## src/rtl/cse_pkg.sv

```systemverilog
`timescale 1ns / 1ps
package cse_pkg;

    localparam int SIGNAL_SLOTS = 8;
    localparam int REG_SLOTS    = 8;
    localparam int CFG_IDX_W    = $clog2(REG_SLOTS);
    localparam int ENTRY_W      = 30;
    localparam int FRAME_ID_W   = 29;
    localparam int ID_W         = 16;
    localparam int DATA_W       = 64;
    localparam int START_W      = 6;
    localparam int SIZE_W       = 7;
    localparam int SLOT_W       = 3;

    localparam int START_LSB    = 16;
    localparam int SIZE_LSB     = 22;
    localparam int ENABLE_BIT   = 29;

    typedef struct packed {
        logic                valid;
        logic [SLOT_W-1:0]   slot;
        logic                last;
        logic [START_W-1:0]  start;
        logic [SIZE_W-1:0]   size;
        logic [DATA_W-1:0]   data;
    } t_issue;

    typedef struct packed {
        logic                valid;
        logic [SLOT_W-1:0]   slot;
        logic                last;
        logic [DATA_W-1:0]   value;
    } t_result;

endpackage

```

## src/rtl/can_signal_extractor_core.sv

```systemverilog
`timescale 1ns / 1ps
// a frame passes capture, match, serialiser and extract stages a and b; its results follow back to back
// throughput: one frame per cycle while frames match at most one slot; a frame with more matches
//   holds the slot serialiser until its last slot is issued, and busy rises once the match stage backs up
// frames that match no slot leave the pipe at the match stage and emit nothing
// reset: synchronous, active low; clears the descriptors and every stage valid bit
// the receiver cannot stall: each result is shown for exactly one cycle
module can_signal_extractor_core (
    input  logic                            i_clk,
    input  logic                            i_rst_n,
    input  logic                            i_start,
    output logic                            o_busy,
    input  logic [cse_pkg::FRAME_ID_W-1:0]  i_frame_id,
    input  logic [cse_pkg::DATA_W-1:0]      i_frame_data,
    input  logic                            i_cfg_we,
    input  logic [cse_pkg::CFG_IDX_W-1:0]   i_cfg_index,
    input  logic [cse_pkg::ENTRY_W-1:0]     i_cfg_data,
    output logic                            o_strobe,
    output logic [cse_pkg::SLOT_W-1:0]      o_slot_index,
    output logic [cse_pkg::DATA_W-1:0]      o_signal_value,
    output logic                            o_last_of_frame
);

    logic [cse_pkg::ENTRY_W-1:0]       r_entry [cse_pkg::REG_SLOTS];

    logic                              r1_valid;
    logic [cse_pkg::ID_W-1:0]          r1_id;
    logic [cse_pkg::DATA_W-1:0]        r1_data;

    logic                              r2_valid;
    logic [cse_pkg::SIGNAL_SLOTS-1:0]  r2_mask;
    logic [cse_pkg::DATA_W-1:0]        r2_data;

    logic                              r3_valid;
    logic [cse_pkg::SIGNAL_SLOTS-1:0]  r3_mask;
    logic [cse_pkg::DATA_W-1:0]        r3_data;

    logic                              accept;
    logic                              r1_ready;
    logic                              r2_ready;
    logic                              r3_ready;
    logic [cse_pkg::SIGNAL_SLOTS-1:0]  n_mask;
    logic [cse_pkg::SIGNAL_SLOTS-1:0]  low_bit;
    logic [cse_pkg::SIGNAL_SLOTS-1:0]  rest_mask;
    logic [cse_pkg::SLOT_W-1:0]        sel;
    logic [cse_pkg::ENTRY_W-1:0]       sel_entry;

    cse_pkg::t_issue                   issue;
    cse_pkg::t_result                  result;

    // descriptor registers
    always_ff @(posedge i_clk) begin
        if (!i_rst_n) begin
            for (int k = 0; k < cse_pkg::REG_SLOTS; k++) begin
                r_entry[k] <= '0;
            end
        end else if (i_cfg_we) begin
            r_entry[i_cfg_index] <= i_cfg_data;
        end
    end

    // stage flow
    assign r3_ready = !r3_valid || (rest_mask == '0);
    assign r2_ready = !r2_valid || r3_ready;
    assign r1_ready = !r1_valid || r2_ready;
    assign o_busy   = !r1_ready;
    assign accept   = i_start && r1_ready;

    // frame capture
    always_ff @(posedge i_clk) begin
        if (!i_rst_n) begin
            r1_valid <= 1'b0;
        end else if (r1_ready) begin
            r1_valid <= accept;
        end
    end

    always_ff @(posedge i_clk) begin
        if (accept) begin
            r1_id   <= i_frame_id[cse_pkg::ID_W-1:0];
            r1_data <= i_frame_data;
        end
    end

    // id compare against every slot
    always_comb begin
        for (int k = 0; k < cse_pkg::SIGNAL_SLOTS; k++) begin
            n_mask[k] = r_entry[k][cse_pkg::ENABLE_BIT] &&
                        (r_entry[k][cse_pkg::ID_W-1:0] == r1_id);
        end
    end

    always_ff @(posedge i_clk) begin
        if (!i_rst_n) begin
            r2_valid <= 1'b0;
        end else if (r2_ready) begin
            r2_valid <= r1_valid && (n_mask != '0);
        end
    end

    always_ff @(posedge i_clk) begin
        if (r2_ready) begin
            r2_mask <= n_mask;
            r2_data <= r1_data;
        end
    end

    // slot serialiser, lowest slot first
    always_comb begin
        sel = '0;
        for (int k = cse_pkg::SIGNAL_SLOTS - 1; k >= 0; k--) begin
            if (r3_mask[k]) begin
                sel = cse_pkg::SLOT_W'(k);
            end
        end
        low_bit   = r3_mask & ((~r3_mask) + cse_pkg::SIGNAL_SLOTS'(1));
        rest_mask = r3_mask & ~low_bit;
        sel_entry = r_entry[sel];
    end

    always_ff @(posedge i_clk) begin
        if (!i_rst_n) begin
            r3_valid <= 1'b0;
        end else if (r3_ready) begin
            r3_valid <= r2_valid;
        end
    end

    always_ff @(posedge i_clk) begin
        if (r3_ready) begin
            r3_mask <= r2_mask;
            r3_data <= r2_data;
        end else begin
            r3_mask <= rest_mask;
        end
    end

    always_comb begin
        issue.valid = r3_valid;
        issue.slot  = sel;
        issue.last  = (rest_mask == '0);
        issue.start = sel_entry[cse_pkg::START_LSB +: cse_pkg::START_W];
        issue.size  = sel_entry[cse_pkg::SIZE_LSB +: cse_pkg::SIZE_W];
        issue.data  = r3_data;
    end

    cse_extract u_extract (
        .i_clk    (i_clk),
        .i_rst_n  (i_rst_n),
        .i_issue  (issue),
        .o_result (result)
    );

    assign o_strobe        = result.valid;
    assign o_slot_index    = result.slot;
    assign o_signal_value  = result.value;
    assign o_last_of_frame = result.valid && result.last;

endmodule

```

## src/rtl/cse_extract.sv

```systemverilog
`timescale 1ns / 1ps
module cse_extract (
    input  logic             i_clk,
    input  logic             i_rst_n,
    input  cse_pkg::t_issue  i_issue,
    output cse_pkg::t_result o_result
);

    localparam logic [cse_pkg::SIZE_W-1:0] FULL_SIZE = cse_pkg::SIZE_W'(cse_pkg::DATA_W);

    logic                        r_a_valid;
    logic [cse_pkg::SLOT_W-1:0]  r_a_slot;
    logic                        r_a_last;
    logic [cse_pkg::SIZE_W-1:0]  r_a_size;
    logic [cse_pkg::DATA_W-1:0]  r_a_shifted;

    logic [cse_pkg::SIZE_W-1:0]  n_a_size;
    logic [cse_pkg::SIZE_W-1:0]  n_b_shamt;
    logic [cse_pkg::DATA_W-1:0]  n_b_value;

    logic                        r_b_valid;
    logic [cse_pkg::SLOT_W-1:0]  r_b_slot;
    logic                        r_b_last;
    logic [cse_pkg::DATA_W-1:0]  r_b_value;

    // sizes above the payload width saturate
    always_comb begin
        if (i_issue.size > FULL_SIZE) begin
            n_a_size = FULL_SIZE;
        end else begin
            n_a_size = i_issue.size;
        end
    end

    always_ff @(posedge i_clk) begin
        if (!i_rst_n) begin
            r_a_valid <= 1'b0;
        end else begin
            r_a_valid <= i_issue.valid;
        end
    end

    // field start moved to the top bit
    always_ff @(posedge i_clk) begin
        r_a_slot    <= i_issue.slot;
        r_a_last    <= i_issue.last;
        r_a_size    <= n_a_size;
        r_a_shifted <= i_issue.data << i_issue.start;
    end

    always_comb begin
        n_b_shamt = FULL_SIZE - r_a_size;
        if (r_a_size == '0) begin
            n_b_value = '0;
        end else begin
            n_b_value = r_a_shifted >> n_b_shamt[cse_pkg::START_W-1:0];
        end
    end

    always_ff @(posedge i_clk) begin
        if (!i_rst_n) begin
            r_b_valid <= 1'b0;
        end else begin
            r_b_valid <= r_a_valid;
        end
    end

    always_ff @(posedge i_clk) begin
        r_b_slot  <= r_a_slot;
        r_b_last  <= r_a_last;
        r_b_value <= n_b_value;
    end

    assign o_result.valid = r_b_valid;
    assign o_result.slot  = r_b_slot;
    assign o_result.last  = r_b_last;
    assign o_result.value = r_b_value;

endmodule

```

## config.mk

```make
export PLATFORM = sky130hd
export DESIGN_NAME = can_signal_extractor_core
export DESIGN_NICKNAME = d
export VERILOG_FILES = /design/src/rtl/cse_pkg.sv /design/src/rtl/can_signal_extractor_core.sv /design/src/rtl/cse_extract.sv
export SDC_FILE = /design/constraint.sdc
export NUM_CORES = 1
export LEC_CHECK = 0
export ABC_AREA = 1
export BUFFER_PORTS_ARGS = -buffer_cell sky130_fd_sc_hd__buf_2
export CELL_PAD_IN_SITES_DETAIL_PLACEMENT = 0
export CELL_PAD_IN_SITES_GLOBAL_PLACEMENT = 1
export CORE_AREA = 3 3 246 248
export DETAILED_ROUTE_END_ITERATION = 10
export DIE_AREA = 0 0 249 251
export HOLD_SLACK_MARGIN = 0.02
export PLACE_DENSITY_LB_ADDON = 0.05
export SYNTH_ARGS = -nofsm -noshare
export SYNTH_HDL_FRONTEND = slang
export SYNTH_SLANG_ARGS = --single-unit
```

## constraint.sdc

```tcl
create_clock -name i_clk -period 6.1 [get_ports i_clk]
set_clock_uncertainty 0.15 [all_clocks]
set_input_delay 0.915 -clock i_clk [delete_from_list [all_inputs] [get_ports i_clk]]
set_output_delay 0.915 -clock i_clk [all_outputs]
set_load 0.005 [all_outputs]
```

# [Yosys cells after proc, flatten, opt, wreduce, memory -nomap -nowiden]
# Memories as Yosys holds them, arrays and structs flattened.
# Index checks and enable logic that the tools add are counted.
[totals] register_bits=372 memories=1 ram_bits=240
[memory_table] name="r_entry" depth=8 width=30 rd=9 rd_ports_with_merged_regs=0 wr=8 line_no="can_signal_extractor_core.sv:24" source="logic [cse_pkg::ENTRY_W-1:0] r_entry [cse_pkg::REG_SLOTS];"
[classes] bitwise=4 muxes=16 shift=2 eq_ne=8 n_reduce_logical=22 n_lt_le_gt_ge=1 add_sub_neg=2
[ops] cell="16-bit == test" count=8
[ops] cell="64-bit by 6-bit left shift with 64-bit output" count=1
[ops] cell="64-bit by 6-bit right shift with 64-bit output" count=1
[ops] cell="30-bit 2-to-1 mux" count=1
[ops] cell="30-bit OR reduction" count=1
[ops] cell="3-bit 2-to-1 mux" count=9
[ops] cell="8-bit bitwise AND" count=2
[ops] cell="8-bit NOT" count=2
[ops] cell="1-bit logical AND" count=11
[ops] cell="8-bit by 1-bit adder with 8-bit output, second input constant" count=1
[ops] cell="8-bit logical NOT" count=1
[ops] cell="8-bit 2-to-1 mux" count=1
[ops] cell="8-bit nonzero test" count=1
[ops] cell="7-bit > comparator, second input constant" count=1
[ops] cell="7-bit logical NOT" count=1
[ops] cell="1-bit by 6-bit subtractor with 6-bit output, first input constant" count=1
[ops] cell="1-bit 2-to-1 mux" count=5
[ops] cell="1-bit logical NOT" count=4
[ops] cell="1-bit logical OR" count=3

# [Depth between registers and ports, before layout]
[logic_depth] word_depth=10 depth_mapped=25

# [By module]
# Synthesis repeated with hierarchy kept, for this count alone.
[unflattened] cells_unflattened=3739 area_unflattened_um2=30758.2
[modules_own_cells] mod="can_signal_extractor_core" instances=1 seq_area_each_um2=13913.3 cells_each=1738 area_per_inst_um2=19526.2
[modules_own_cells] mod="cse_extract" instances=1 seq_area_each_um2=2902.8 cells_each=2001 area_per_inst_um2=11232.0

# [Least setup slack after synthesis]
# Ideal clock, no wire load.
[synth_timing] kind="reg-to-reg" startpoint="register r3_mask[0] in the netlist's numbering" endpoint="register r3_data[0] in the netlist's numbering, enable pin" required_ns=5.498 path_buffers=1 setup_ns=0.452 arrival_time_ns=3.188 period_less_slack_ns=3.790 setup_slack_ns=2.310 path_stages_with_launch=11 path_cell_list="dfxtp_1 nor2_1 nand2_1 inv_2 nand2_1 o21ai_0 nand4_1 inv_1 nor2_1 inv_1 clkbuf_1"
[synth_lines] item="start, declared" line_no="can_signal_extractor_core.sv:35" source="logic [cse_pkg::SIGNAL_SLOTS-1:0] r3_mask;"
[synth_lines] item="start signal, assigned" line_no="can_signal_extractor_core.sv:131" source="r3_mask <= r2_mask;"
[synth_lines] item="start signal, assigned" line_no="can_signal_extractor_core.sv:134" source="r3_mask <= rest_mask;"
[synth_lines] item="end signal, assigned" line_no="can_signal_extractor_core.sv:132" source="r3_data <= r2_data;"
[synth_lines] item="end, declared" line_no="can_signal_extractor_core.sv:36" source="logic [cse_pkg::DATA_W-1:0] r3_data;"

# [Worst setup path in the final report]
[layout_timing] startpoint="register r3_mask[0] in the netlist's numbering" endpoint="register u_extract.r_a_shifted[52] in the netlist's numbering"
[layout_between] elab_chain_cells=3
[layout_lines] item="3-bit 2-to-1 mux" line_no="can_signal_extractor_core.sv:112" source="if (r3_mask[k]) begin"
[layout_lines] item="memory read 8 x 30 bit"
[layout_lines] item="64-bit by 6-bit left shift with 64-bit output" line_no="cse_extract.sv:48" source="r_a_shifted <= i_issue.data << i_issue.start;"
[layout_lines] item="end signal, assigned" line_no="cse_extract.sv:48"
[layout_lines] item="end, declared" line_no="cse_extract.sv:15" source="logic [cse_pkg::DATA_W-1:0] r_a_shifted;"
# Every way passes these cells.
# A chain may end at the register's enable or synchronous reset.

==> results.cfg <==
[critical_path]
cp-endpoint = u_extract.r_a_shifted[52]$_DFF_P_
critPathArrivalTime_ns = 4.63
path_max_fanout = 49
worst-path-stages = 15
worstSetupPathType = flop to flop
cp_top_family = simple AND/OR/NAND/NOR gates
start_kind = flop
cp_cell_sequence = nor2_1 > nand2_1 > inv_2 > nand2_2 > inv_2 > nand3_2 > nand2_2 > buf_4 > nand2_1 > nand3_1 > nand3_1 > nand3_1 > nand3_1 > nand3_1 > nand2_1
worst_path_max_delay_cell = nand2_2
reg2reg_from = r3_mask[0]$_SDFF_PN0_
ff2ff_path_depth = 15
path_buf_inv = 3
r2r_end = u_extract.r_a_shifted[52]$_DFF_P_
crit_start = r3_mask[0]$_SDFF_PN0_
endpoint_kind = flop
slowest_delay_ns = 0.74
r2r_slack_ns = 1.78
required_ns = 6.41
cpMostUsedCell = nand3_1

[logic_synthesis]
synthCells = 3281
synth_commonest_cells = nand2_1, nand3_1, edfxtp_1, nor2_1, o21ai_0
synthAdderAreaFrac_pct = 0.04288
synth-xor-area-share_pct = 1.196
synth_ff_type = edfxtp_1
yosys.area_share.simple_pct = 25.88
mappedNetlistArea_um2 = 29180
yosysSeqAreaShare_pct = 57.63
synth.most_common_cell = nand2_1
synth_top_family_by_area = simple AND/OR/NAND/NOR gates
ys_warn_count = 0
ys_seq_elements = 612
synthTopCellsByArea = edfxtp_1, dfxtp_1, nand3_1
yosysTopAreaCell = edfxtp_1
yosysUniqueCellTypes = 49
synth_edf_count = 456
ys_async_sr_fraction_pct = 0
synth_compound_area_share_pct = 7.830
syn_area_per_cell_um2 = 8.894
synth.area.mux_share_pct = 1.098
synth_top_area_share_pct = 46.93
synth_nets = 3412

[clock_tree]
clock_sinks = 612
cts_buffers = 59
post_cts_buffers = 0
cts_hold_buf = 0
cts_root_buffer = clkbuf_16
cts_max_level = 2
clk_pin_slew_ns = 0.06
cts_buffer_depth = 3
clk_latency_ns = 0.66
cts_tree = done
post_cts_resized = 0

[detailed_routing]
first_pass_iters = 8
post_drt_wl_per_cell_um = 19.29
viasPerCell = 5.560
drtIter0Drc = 2199
ant_nets = 0
vias = 23302
drc_errors = 0
drt-total-wl_mm = 80.84

[placed_design]
placed_cells = 4079
io_buffer_count = 186
gp_congestion = 0.9213
dp_hpwl_mm = 57.14
place_area_um2 = 30460
dp_worst_setup_slack_ns = 1.901

[timing]
final-setup-viol-count = 0
hold_violations = 0
post-route-min-period_ns = 4.321
slew_headroom_pct = 16.46
rsz0062_at_grt = false
fin_setup_tns_ns = 0
worstMarginPinSlew_ns = 1.253
final-max-slew-violation-count = 0
fin_ws_ns = 1.779
clock.fmax_mhz = 231.4
final.period_utilization_pct = 70.83

[power_and_ir_drop]
powerDensity_nw_per_um2 = 320.2
max-vdd-ir-drop_mv = 0.3347
p_leak_nw = 13.70

[grt]
grt_pass1_vias = 21878
grt_max_degree = 77
grt_pass1_wl_mm = 125.1
antenna_found_initial = 0
overflow = 0
grt_usage_pct = 25.34

[die]
die_h_um = 251
start_util_pct = 49.72
fp.dieW_um = 249
dieArea_um2 = 62500
num_rows = 89
coreArea_um2 = 58690
ios = 200

[layout]
diodes = 0
stdcell_count = 4191
final_area_um2 = 32530
multi_input_area_um2 = 10570
fill_cells = 5300
fin_nets = 3498
layout-drive-gt1-share_pct = 10.80
regArea_um2 = 16820
area_growth_pct = 11.47

[status]
outcome = finished clean

[hold_path]
min_path_type = flop to flop

[flow_run]
cap_viol_max_count = 0
[registers in the layout (all words and copies together) (netlist names), 8 cells and up]
register and cells:
r_entry 240, r1_data 64, r2_data 64, r3_data 64
u_extract.r_a_shifted 64, u_extract.r_b_value 64, r1_id 16, r2_mask 8
r3_mask 8
[per-stage QoR]
step | hold WS (ns) | util, % | total power, mW
after detailed placement | 0.1678 | 51.91 | 6.743
final | 0.1806 | 55.43 | 10.42
after floorplan | 0.1596 | - | 6.131
after global placement | 0.1640 | 51.91 | 6.723
after global routing | 0.1910 | 55.43 | 10.89
after CTS | 0.1826 | 55.43 | 10.49
[how the worst min path moves through the flow]
stage                                       start                            end  slack, ns  depth (start not counted)
floorplan              u_extract.r_a_last$_DFF_P_     u_extract.r_b_last$_DFF_P_       0.16                          0
global route           u_extract.r_a_last$_DFF_P_     u_extract.r_b_last$_DFF_P_       0.19                          0
global placement    u_extract.r_a_slot[0]$_DFF_P_  u_extract.r_b_slot[0]$_DFF_P_       0.16                          0
detailed placement     u_extract.r_a_last$_DFF_P_     u_extract.r_b_last$_DFF_P_       0.17                          0
CTS                 u_extract.r_a_slot[2]$_DFF_P_  u_extract.r_b_slot[2]$_DFF_P_       0.18                          0
finish                 u_extract.r_a_last$_DFF_P_     u_extract.r_b_last$_DFF_P_       0.18                          0
[per-layer routing]
| metal | up-vias | track usage [%] | share of wire, % | wire length (µm) |
|---|---|---|---|---|
| met5 | - | 0 | 0 | 0 |
| met4 | 0 | 8.187 | 3.2 | 2560 |
| met3 | 138 | 4.273 | 7.6 | 6118 |
| met2 | 877 | 39.54 | 45 | 36270 |
| met1 | 10892 | 36.34 | 44 | 35880 |
| li1 | 11395 | - | - | - |
[kinds of logic after synthesis]
group	after synthesis
xor gates and xnor gates	39
DFF	612
adders and majority gates	1
and+or+nand+nor	1765
buffers and inverters	431
muxes	32
AOI/OAI and AO/OA	401
[cell type report]
class                           instances  share of cell area [%]
Timing Repair Buffer                  229                   3.854
Tap cell                              773                   2.973
Clock inverter                         39                   1.223
Clock buffer                           73                   5.120
Multi-Input combinational cell       2238                   32.50
Inverter                              227                   2.623
Sequential cell                       612                   51.70
[power breakdown]
part | leakage [nW] | switching [mW] | internal [mW] | total [mW]
Combinational | 6.87 | 1.20 | 0.534 | 1.74
Clock | 1.01 | 1.61 | 2.14 | 3.75
Sequential | 5.83 | 0.131 | 4.80 | 4.93
[cells in the final DEF (no fill, tap or decap), types with 11 or more instances in the layout]
cell type    n
nor3_1      17
clkinv_1    11
inv_2       12
xor2_1      35
nand2_1    685
buf_2      186
inv_1      209
a21oi_1     37
a221oi_1    16
nor2_1     411
mux2i_1     32
nand3_1    590
o22ai_1     61
nand4_1     14
clkbuf_16   64
buf_4       43
dfxtp_1    155
clkinv_2    16
nor4_1      21
edfxtp_1   456
o21ai_0    240
(Power assumes the default switching activity.)
